### config.mk
export PLATFORM = sky130hd
export DESIGN_NAME = echo_range_to_duty_and_ascii_unit
export DESIGN_NICKNAME = d
export VERILOG_FILES = /design/src/sv/erdu_pkg.sv /design/src/sv/echo_range_to_duty_and_ascii_unit.sv /design/src/sv/erdu_front.sv /design/src/sv/erdu_queue.sv /design/src/sv/erdu_back.sv
export SDC_FILE = /design/constraint.sdc
export NUM_CORES = 1
export LEC_CHECK = 0
export BUFFER_PORTS_ARGS = -buffer_cell sky130_fd_sc_hd__buf_4
export CAP_MARGIN = 20
export CORE_UTILIZATION = 55
export DETAILED_ROUTE_END_ITERATION = 10
export PLACE_DENSITY = 0.71
export SKIP_LAST_GASP = 1
export SYNTH_ARGS = -nofsm -noshare
export SYNTH_HDL_FRONTEND = slang
export SYNTH_SLANG_ARGS = --single-unit
### constraint.sdc
create_clock -name clk -period 18.4 [get_ports clk]
set_input_delay 0.92 -clock clk [delete_from_list [all_inputs] [get_ports clk]]
set_output_delay 0.92 -clock clk [all_outputs]
set_load 0.005 [all_outputs]
### src/sv/erdu_pkg.sv
// Shared types, constants and codes for the echo range to duty and ASCII unit.
`default_nettype none

package erdu_pkg;

    // Field widths
    localparam int TicksW = 16;
    localparam int DistW  = 8;
    localparam int ByteW  = 8;
    localparam int IdxW   = 8;
    localparam int DataW  = 16;
    localparam int ProdW  = 25;   // ticks * 343
    localparam int QuoW   = 37;   // (prod >> 3) * reciprocal of 625

    // Distance conversion: dist = floor(ticks * 343 / 5000)
    // done as floor(floor(p / 8) / 625) with a reciprocal multiply.
    localparam logic [8:0]       Mul343     = 9'd343;
    localparam logic [18:0]      Recip625   = 19'd429497;  // ceil(2^28 / 625)
    localparam logic [ProdW-1:0] SatProd    = 25'd1280000; // 256 * 5000
    localparam logic [DistW-1:0] DistMax    = 8'd255;

    // Characters
    localparam logic [ByteW-1:0] AsciiZero = 8'd48;
    localparam logic [ByteW-1:0] AsciiNine = 8'd57;
    localparam logic [ByteW-1:0] AsciiNl   = 8'd10;

    // Queue between front and back
    localparam int QDepth = 4;
    localparam int QAw    = $clog2(QDepth);
    localparam int CntW   = $clog2(QDepth + 1);

    // Register reset values
    localparam logic [7:0]  NearRst  = 8'd15;
    localparam logic [7:0]  FarRst   = 8'd40;
    localparam logic [7:0]  DpcRst   = 8'd10;
    localparam logic [15:0] LimitRst = 16'd3700;

    typedef enum logic [IdxW-1:0] {
        CFG_NEAR  = 8'd0,
        CFG_FAR   = 8'd1,
        CFG_DPC   = 8'd2,
        CFG_LIMIT = 8'd3
    } cfg_idx_t;

    // Character slot within one run
    typedef enum logic [1:0] {
        SLOT_HUND = 2'd0,
        SLOT_TENS = 2'd1,
        SLOT_ONES = 2'd2,
        SLOT_NL   = 2'd3
    } slot_t;

    typedef struct packed {
        logic [7:0]  near_cm;
        logic [7:0]  far_cm;
        logic [7:0]  duty_per_cm;
        logic [15:0] echo_limit;
    } cfg_t;

    // Classified item as held in the queue
    typedef struct packed {
        logic [7:0] duty;
        logic       oob;
        logic [1:0] hund;
        logic [3:0] tens;
        logic [3:0] ones;
        slot_t      start;
    } rec_t;

endpackage

`default_nettype wire

### src/sv/echo_range_to_duty_and_ascii_unit.sv
// Path: an echo passes the front stages, the queue and the output register to the result ports.
// Throughput: one push beat per cycle while credit remains; the back end drains 2 to 4
// characters per echo (digits plus newline), one per cycle while the result side pops.
// The back end's single output register limits the sustained echo rate.
// Reset (rst_n low, asynchronous): pipeline, queue and output emptied, registers to defaults.
`default_nettype none

module echo_range_to_duty_and_ascii_unit import erdu_pkg::*;
(
    input  wire logic              clk,
    input  wire logic              rst_n,
    // echo input
    input  wire logic              push,
    output logic                   full,
    input  wire logic [TicksW-1:0] echo_ticks,
    // character results
    output logic                   empty,
    input  wire logic              pop,
    output logic [7:0]             duty,
    output logic                   out_of_band,
    output logic [ByteW-1:0]       char_byte,
    output logic                   last,
    // register writes
    input  wire logic              cfg_valid,
    output logic                   cfg_ready,
    input  wire logic [IdxW-1:0]   cfg_index,
    input  wire logic [DataW-1:0]  cfg_data
);

    // Register file. Writes are always taken; unknown indexes are dropped.
    cfg_t            cfg_reg, cfg_next;
    logic            cfg_we;

    // Credit count: items in the front pipeline plus records in the queue.
    // Holding it at the queue depth means the pipeline never has to stall.
    logic [CntW-1:0] credit_reg, credit_next;

    logic            in_take;
    logic            rec_valid;
    rec_t            rec;
    logic            head_valid;
    rec_t            head_rec;
    logic            head_pop;
    logic            out_valid;
    logic            out_take;

    assign cfg_ready = 1'b1;
    assign cfg_we    = cfg_valid && cfg_ready;

    always_comb
    begin
        cfg_next = cfg_reg;
        if (cfg_we)
        begin
            case (cfg_index)
                CFG_NEAR:  cfg_next.near_cm     = cfg_data[7:0];
                CFG_FAR:   cfg_next.far_cm      = cfg_data[7:0];
                CFG_DPC:   cfg_next.duty_per_cm = cfg_data[7:0];
                CFG_LIMIT: cfg_next.echo_limit  = cfg_data;
                default:   cfg_next = cfg_reg;
            endcase
        end
    end

    always_ff @(posedge clk or negedge rst_n)
    begin
        if (!rst_n)
        begin
            cfg_reg.near_cm     <= NearRst;
            cfg_reg.far_cm      <= FarRst;
            cfg_reg.duty_per_cm <= DpcRst;
            cfg_reg.echo_limit  <= LimitRst;
        end
        else
        begin
            cfg_reg <= cfg_next;
        end
    end

    // Input beat taken while credit is left
    assign full    = (credit_reg == CntW'(QDepth));
    assign in_take = push && !full;

    // retire a credit when the newline of a record leaves the queue
    assign credit_next = credit_reg + CntW'(in_take) - CntW'(head_pop);

    always_ff @(posedge clk or negedge rst_n)
    begin
        if (!rst_n)
        begin
            credit_reg <= '0;
        end
        else
        begin
            credit_reg <= credit_next;
        end
    end

    // Front: three stage conversion and classification
    erdu_front u_front
    (
        .clk        (clk),
        .rst_n      (rst_n),
        .in_take    (in_take),
        .echo_ticks (echo_ticks),
        .cfg        (cfg_reg),
        .rec_valid  (rec_valid),
        .rec        (rec)
    );

    // Records wait here until the back end has spelt them out
    erdu_queue u_queue
    (
        .clk        (clk),
        .rst_n      (rst_n),
        .wr_en      (rec_valid),
        .wr_rec     (rec),
        .rd_en      (head_pop),
        .head_valid (head_valid),
        .head_rec   (head_rec)
    );

    // Back: one character per beat through the output register
    assign out_take = pop && !empty;

    erdu_back u_back
    (
        .clk        (clk),
        .rst_n      (rst_n),
        .head_valid (head_valid),
        .head_rec   (head_rec),
        .head_pop   (head_pop),
        .out_pop    (out_take),
        .out_valid  (out_valid),
        .out_duty   (duty),
        .out_oob    (out_of_band),
        .out_char   (char_byte),
        .out_last   (last)
    );

    assign empty = !out_valid;

    // Checks

    // credit never runs past the queue depth
    a_credit_bound: assert property (@(posedge clk) disable iff (!rst_n)
        credit_reg <= CntW'(QDepth))
        else $error("credit count above queue depth");

    // the queue only pops when a record is present
    a_pop_nonempty: assert property (@(posedge clk) disable iff (!rst_n)
        head_pop |-> head_valid)
        else $error("queue popped while empty");

    // a closing beat always carries the newline
    a_last_nl: assert property (@(posedge clk) disable iff (!rst_n)
        (!empty && last) |-> (char_byte == AsciiNl))
        else $error("last beat is not a newline");

    // other beats carry a decimal digit
    a_digit: assert property (@(posedge clk) disable iff (!rst_n)
        (!empty && !last) |-> ((char_byte >= AsciiZero) && (char_byte <= AsciiNine)))
        else $error("digit beat out of range");

endmodule

`default_nettype wire

### src/sv/erdu_front.sv
// Front pipeline: ticks to distance, duty, flag and decimal digits.
`default_nettype none

module erdu_front import erdu_pkg::*;
(
    input  wire logic              clk,
    input  wire logic              rst_n,
    input  wire logic              in_take,
    input  wire logic [TicksW-1:0] echo_ticks,
    input  wire cfg_t              cfg,
    output logic                   rec_valid,
    output rec_t                   rec
);

    logic              s1_valid_reg, s1_valid_next;
    logic [ProdW-1:0]  s1_prod_reg, s1_prod_next;
    logic              s1_lim_reg, s1_lim_next;
    logic              s2_valid_reg, s2_valid_next;
    logic [DistW-1:0]  s2_dist_reg, s2_dist_next;
    logic              s3_valid_reg, s3_valid_next;
    rec_t              s3_rec_reg, s3_rec_next;

    logic [QuoW-1:0]   quo;
    logic              below;
    logic              above;
    logic [DistW-1:0]  diff;
    logic [15:0]       dprod;
    logic [1:0]        hund;
    logic [7:0]        rem8;
    logic [6:0]        rem;
    logic [14:0]       tprod;
    logic [3:0]        tens;
    logic [7:0]        ones8;

    // stage 1: ticks * 343, limit test
    always_comb
    begin
        s1_valid_next = in_take;
        s1_prod_next  = ProdW'(echo_ticks) * ProdW'(Mul343);
        s1_lim_next   = (echo_ticks >= cfg.echo_limit);
    end

    // stage 2: divide by 5000; anything past 255 cm is clamped anyway
    always_comb
    begin
        quo           = QuoW'(s1_prod_reg[20:3]) * QuoW'(Recip625);
        s2_valid_next = s1_valid_reg;
        if (s1_lim_reg || (s1_prod_reg >= SatProd))
        begin
            s2_dist_next = DistMax;
        end
        else
        begin
            s2_dist_next = quo[35:28];
        end
    end

    // stage 3: duty, flag, digits
    always_comb
    begin
        below = (s2_dist_reg < cfg.near_cm);
        above = (s2_dist_reg > cfg.far_cm);
        diff  = s2_dist_reg - cfg.near_cm;
        dprod = 16'(diff) * 16'(cfg.duty_per_cm);

        if (s2_dist_reg >= 8'd200)
        begin
            hund = 2'd2;
        end
        else if (s2_dist_reg >= 8'd100)
        begin
            hund = 2'd1;
        end
        else
        begin
            hund = 2'd0;
        end
        rem8  = s2_dist_reg - 8'(hund) * 8'd100;
        rem   = rem8[6:0];
        tprod = 15'(rem) * 15'd205;       // x*205 >> 11 == x/10 for x < 100
        tens  = tprod[14:11];
        ones8 = 8'(rem) - 8'(tens) * 8'd10;

        s3_valid_next    = s2_valid_reg;
        s3_rec_next.hund = hund;
        s3_rec_next.tens = tens;
        s3_rec_next.ones = ones8[3:0];
        if (hund != 2'd0)
        begin
            s3_rec_next.start = SLOT_HUND;
        end
        else if (tens != 4'd0)
        begin
            s3_rec_next.start = SLOT_TENS;
        end
        else
        begin
            s3_rec_next.start = SLOT_ONES;
        end

        if (below)
        begin
            s3_rec_next.duty = 8'd0;
            s3_rec_next.oob  = 1'b1;
        end
        else if (above)
        begin
            s3_rec_next.duty = 8'd255;
            s3_rec_next.oob  = 1'b1;
        end
        else
        begin
            s3_rec_next.duty = (dprod > 16'd255) ? 8'd255 : dprod[7:0];
            s3_rec_next.oob  = 1'b0;
        end
    end

    always_ff @(posedge clk or negedge rst_n)
    begin
        if (!rst_n)
        begin
            s1_valid_reg <= 1'b0;
            s2_valid_reg <= 1'b0;
            s3_valid_reg <= 1'b0;
        end
        else
        begin
            s1_valid_reg <= s1_valid_next;
            s2_valid_reg <= s2_valid_next;
            s3_valid_reg <= s3_valid_next;
        end
    end

    always_ff @(posedge clk)
    begin
        s1_prod_reg <= s1_prod_next;
        s1_lim_reg  <= s1_lim_next;
        s2_dist_reg <= s2_dist_next;
        s3_rec_reg  <= s3_rec_next;
    end

    assign rec_valid = s3_valid_reg;
    assign rec       = s3_rec_reg;

endmodule

`default_nettype wire

### src/sv/erdu_queue.sv
// Short record queue between front and back.
`default_nettype none

module erdu_queue import erdu_pkg::*;
(
    input  wire logic clk,
    input  wire logic rst_n,
    input  wire logic wr_en,
    input  wire rec_t wr_rec,
    input  wire logic rd_en,
    output logic      head_valid,
    output rec_t      head_rec
);

    rec_t             mem_reg [QDepth];
    logic [QAw-1:0]   wr_ptr_reg, wr_ptr_next;
    logic [QAw-1:0]   rd_ptr_reg, rd_ptr_next;
    logic [CntW-1:0]  count_reg, count_next;

    // space is guaranteed upstream by the credit count
    always_comb
    begin
        wr_ptr_next = wr_en ? wr_ptr_reg + QAw'(1'b1) : wr_ptr_reg;
        rd_ptr_next = rd_en ? rd_ptr_reg + QAw'(1'b1) : rd_ptr_reg;
        count_next  = count_reg + CntW'(wr_en) - CntW'(rd_en);
    end

    always_ff @(posedge clk or negedge rst_n)
    begin
        if (!rst_n)
        begin
            wr_ptr_reg <= '0;
            rd_ptr_reg <= '0;
            count_reg  <= '0;
        end
        else
        begin
            wr_ptr_reg <= wr_ptr_next;
            rd_ptr_reg <= rd_ptr_next;
            count_reg  <= count_next;
        end
    end

    always_ff @(posedge clk)
    begin
        if (wr_en)
        begin
            mem_reg[wr_ptr_reg] <= wr_rec;
        end
    end

    assign head_valid = (count_reg != '0);
    assign head_rec   = mem_reg[rd_ptr_reg];

endmodule

`default_nettype wire

### src/sv/erdu_back.sv
// Back end: walks each record out as characters into the output register.
`default_nettype none

module erdu_back import erdu_pkg::*;
(
    input  wire logic        clk,
    input  wire logic        rst_n,
    input  wire logic        head_valid,
    input  wire rec_t        head_rec,
    output logic             head_pop,
    input  wire logic        out_pop,
    output logic             out_valid,
    output logic [7:0]       out_duty,
    output logic             out_oob,
    output logic [ByteW-1:0] out_char,
    output logic             out_last
);

    logic             mid_reg, mid_next;
    slot_t            slot_reg, slot_next;
    logic             oval_reg, oval_next;
    logic [7:0]       duty_reg, duty_next;
    logic             oob_reg, oob_next;
    logic [ByteW-1:0] char_reg, char_next;
    logic             last_reg, last_next;

    slot_t            cur_slot;
    logic             load;

    always_comb
    begin
        cur_slot = mid_reg ? slot_reg : head_rec.start;
        load     = head_valid && (!oval_reg || out_pop);
        head_pop = load && (cur_slot == SLOT_NL);
    end

    always_comb
    begin
        mid_next  = mid_reg;
        slot_next = slot_reg;
        if (load)
        begin
            mid_next  = (cur_slot != SLOT_NL);
            slot_next = slot_t'(cur_slot + 2'd1);
        end

        if (load)
        begin
            oval_next = 1'b1;
        end
        else if (out_pop)
        begin
            oval_next = 1'b0;
        end
        else
        begin
            oval_next = oval_reg;
        end
    end

    always_comb
    begin
        duty_next = load ? head_rec.duty : duty_reg;
        oob_next  = load ? head_rec.oob : oob_reg;
        last_next = load ? (cur_slot == SLOT_NL) : last_reg;
        char_next = char_reg;
        if (load)
        begin
            case (cur_slot)
                SLOT_HUND: char_next = AsciiZero + ByteW'(head_rec.hund);
                SLOT_TENS: char_next = AsciiZero + ByteW'(head_rec.tens);
                SLOT_ONES: char_next = AsciiZero + ByteW'(head_rec.ones);
                SLOT_NL:   char_next = AsciiNl;
                default:   char_next = AsciiNl;
            endcase
        end
    end

    always_ff @(posedge clk or negedge rst_n)
    begin
        if (!rst_n)
        begin
            mid_reg  <= 1'b0;
            slot_reg <= SLOT_HUND;
            oval_reg <= 1'b0;
        end
        else
        begin
            mid_reg  <= mid_next;
            slot_reg <= slot_next;
            oval_reg <= oval_next;
        end
    end

    always_ff @(posedge clk)
    begin
        duty_reg <= duty_next;
        oob_reg  <= oob_next;
        char_reg <= char_next;
        last_reg <= last_next;
    end

    assign out_valid = oval_reg;
    assign out_duty  = duty_reg;
    assign out_oob   = oob_reg;
    assign out_char  = char_reg;
    assign out_last  = last_reg;

endmodule

`default_nettype wire
==> qor_table.md <==
| Step | Parameter | Value |
| --- | --- | --- |
| final layout | Post-layout net count | 2423 |
| sta | Max Clock Skew | 0.00996 ns |
| clock network | Skew-Pair Late Insertion Delay | 0.52 ns |
| critical path | Worst path required time | 18.77 ns |
| synth | Flip-flop and latch count after synthesis | 211 |
| clock network | Number of clock sinks | 211 |
| critical path | Class of the most critical setup path | register to register |
| grt | Largest net degree at the start of global routing | 58 |
| critical path | Worst-path fanout max | 8 |
| clock network | Post-CTS setup buffer count | 0 |
| die | Die W | 192 um |
| synth | Synthesized instance count | 1730 |
| final layout | Antenna Diode Count | 0 |
| clock network | Depth of the CTS H-tree | 1 |
| grt | Global-route total usage across every layer | 22.4% |
| routing | Routed wire length | 38500 um |
| synth | Multiplexer fraction of the synthesized cell area | 4.94% |
| routing | Total number of vias | 12282 |
| sta | Hold violation count in the final report | 0 |
| routing | Average via count per standard cell | 5.36 |
| routing | DRC violations left | 0 |
| sta | Unrepaired setup endpoints after global routing | false |
| synth | YS warnings | 0 |
| clock network | Number of buffers added by the clock tree synthesis step | 24 |
| die | Core Box Area | 35600 um^2 |
| sta | Final-layout worst hold slack | 0.359 ns |
| die | Die height | 192 um |
| die | Die Footprint | 36800 um^2 |
| final layout | Flip-flop count of the largest register, all copies and words added | 84 |
| synth | Post-Synth Adder-Cell Area | 44.3% |
| die | Ports | 66 |
| clock network | Reg clk slew, reported paths | 0.06 ns |
| synth | Post-synthesis share of cell area spent on xor and xnor gates | 2.74% |
| sta | Achievable Freq | 145 MHz |
| sta | Min Clock Period, post-route | 6.89 ns |
| synth | Average instance area after synthesis | 11.5 um^2 |
| clock network | Number of hold buffers added after CTS | 0 |
| synth | Primary flip-flop cell chosen by synthesis mapping | sky130_fd_sc_hd__edfxtp_1 |
| sta | Count of pins over their slew limit | 0 |
| synth | Async SR Flop Fraction | 27.0% |
| grt | Number of antenna violations at the first check in global routing | 0 |
| critical path | Critical path, cell by cell | inv_1 > ha_1 > fa_1 > nor2b_1 > o21ai_0 > a21boi_0 > o21a_1 > nor2_1 > xnor2_1 > and2_1 > fa_1 > fa_1 > fa_1 > ha_1 > ha_1 > a21o_1 > a21o_1 > a21o_1 > or4_1 > nand3_1 > nor3b_1 > nor4_4 > a31oi_1 |
| critical path | Largest incremental delay on the critical path | 0.53 ns |
| synth | Yosys cell types | 63 |
| die | Placement row count | 69 |
| placed design | Total placed instance area | 20800 um^2 |
| routing | Mean routed wirelength per cell | 16.8 um |
| synth | Sequential cell area fraction in the yosys report | 27.8% |
| routing | Detail Route Antenna Nets | 0 |
| critical path | Kind of end point of the critical path | register |
| clock network | Root Buffer Master | sky130_fd_sc_hd__clkbuf_16 |
| final layout | Share of layout cells above drive strength 1 | 10.3% |
| synth | Synthesized-area fraction occupied by and/or/nand/nor cells | 6.73% |
| die | Starting utilization of the core area | 55.8% |
| critical path | Worst path arrival time | 7.25 ns |
| outcome | Result of the run | complete, no violations |
| worst hold path | Hold Crit Class | register to register |
| placed design | GPL Wtd Cong | 0.925 |
| synth | Main combinational cell family by area after synthesis | adder cells |
| grt | Grt total ovfl | 0 |
| critical path | Critical path's slowest cell | sky130_fd_sc_hd__xnor2_1 |
| clock network | Quantity of gates resized following cts | 0 |
| sta | Final setup viols | 0 |
| sta | Final setup TNS | 0 ns |
| sta | Final period utilization | 37.4% |
| routing | Number of iterations in the first detailed-routing pass | 5 |
| placed design | Count of input and output buffers | 62 |
| sta | Transition at the pin with the smallest max-transition slack | 1.11 ns |
| grt | First-pass GRT wire length | 64900 um |
| clock network | CTS tree | built |
| final layout | Area added between synthesis and finish | 9.43% |
| critical path | Worst Setup Start Kind | register |
| final layout | Summed area of non-filler cells in the final layout | 21700 um^2 |
| clock network | Clock buffer depth | 3 |
| placed design | DP Wirelength | 31100 um |
| critical path | Critical path's most frequent cell | sky130_fd_sc_hd__fa_1 |
| synth | Area of the mapped netlist | 19800 um^2 |
| synth | Compound-cell area share of the yosys netlist | 5.90% |
| grt | Vias in the first global route | 13160 |
| routing | DRT iter0 DRCs | 536 |
| sta | Relative max-transition margin | 25.9% |
| synth | Post-synth EDFFs | 99 |
| job | Max-capacitance violation count | 0 |
[cells in the final DEF, fill, tap and decap left out, types with 36 or more instances in the layout]
cell type and count:
sky130_fd_sc_hd__nor2_1 39, sky130_fd_sc_hd__fa_1 228, sky130_fd_sc_hd__dfxtp_1 55, sky130_fd_sc_hd__inv_1 380
sky130_fd_sc_hd__ha_1 338, sky130_fd_sc_hd__nand2_1 57, sky130_fd_sc_hd__buf_4 63, sky130_fd_sc_hd__edfxtp_1 99
sky130_fd_sc_hd__dfrtp_1 42, sky130_fd_sc_hd__mux2_2 37, sky130_fd_sc_hd__a21oi_1 44, sky130_fd_sc_hd__and2_1 40
sky130_fd_sc_hd__xnor2_1 45, sky130_fd_sc_hd__o21ai_0 36
[final timing paths]
path	startpoint	endpoint	slack (ns)	cells past startpoint
min	u_front.s1_valid_reg$_DFF_PN0_	u_front.s2_valid_reg$_DFF_PN0_	0.36	0
max	u_front.s2_dist_reg[0]$_SDFF_PP1_	u_front.rec[14]$_SDFF_PN0_	11.51	23
min reg2reg	u_front.s1_valid_reg$_DFF_PN0_	u_front.s2_valid_reg$_DFF_PN0_	0.36	0
max reg2reg	u_front.s2_dist_reg[0]$_SDFF_PP1_	u_front.rec[14]$_SDFF_PN0_	11.51	23
max in group asynchronous	rst_n	cfg_reg[16]$_DFFE_PN0P_	17.42	1
min in group asynchronous	rst_n	u_front.s2_valid_reg$_DFF_PN0_	0.45	1
[layout make-up]
type	instances	area, um^2
clock buffer	32	683
clock inverter	12	100
fill	2886	13900
inverter	380	1430
multi-input combinational	1127	12800
sequential	211	5520
tap	461	577
timing repair buffer	68	576
[metal layers]
metal,part of all wire [%],up-vias,wire (um),GRT usage (%)
li1,-,5877,-,-
met1,46,6124,17900,30.5
met2,48,222,18400,37.9
met3,3.7,59,1430,3.07
met4,2.1,0,822,5.56
met5,0,-,0,0
[kinds of logic (layout without fill, tap and decap cells)]
| group | after synthesis | in the layout |
|---|---|---|
| xor gates and xnor gates | 62 | 62 |
| and+or+nand+nor | 248 | 248 |
| muxes | 67 | 67 |
| other | 2 | 3 |
| buffers and inverters | 393 | 492 |
| DFF | 211 | 211 |
| AOI/OAI and AO/OA | 181 | 181 |
| adders and majority gates | 566 | 566 |
[worst max-delay path, delay by kind of cell, from the launching register on]
family,cells,cell delay [ns]
simple gates,7,1.59
fa+ha+maj,7,2.77
buf+inv,1,0.16
xor+xnor,1,0.53
compound gates,7,1.30
flops,1,0.37
[metrics by stage]
step	instances	util, %	setup WS (ns)
global placement	2242	58.6	11.71
detailed placement	2242	58.6	11.55
CTS	2286	60.8	11.50
global route	2291	61.1	11.12
floorplan	1731	-	12.30
finish	2291	61.1	11.51
[Yosys cell counts, drive strengths merged (12+ instances only)]
library cell  number  area (um^2)
nand2b            21          131
nand2             57          214
a31oi             12         75.1
fa               228         4560
dfxtp             55         1100
xnor2             45          394
nand3             14         70.1
o21ai             37          185
xor2              17          149
mux2              37          417
and2              40          250
nor2              39          146
ha               338         4230
dfrtp             42         1050
a21o              30          225
edfxtp            99         2970
dfstp             15          394
nor3              16         80.1
a21oi             46          234
mux4              21          473
nor2b             23          144
inv              380         1430
Power is not shown: default switching activity piles up to over one toggle a cycle in this logic, so the estimate is an artifact.
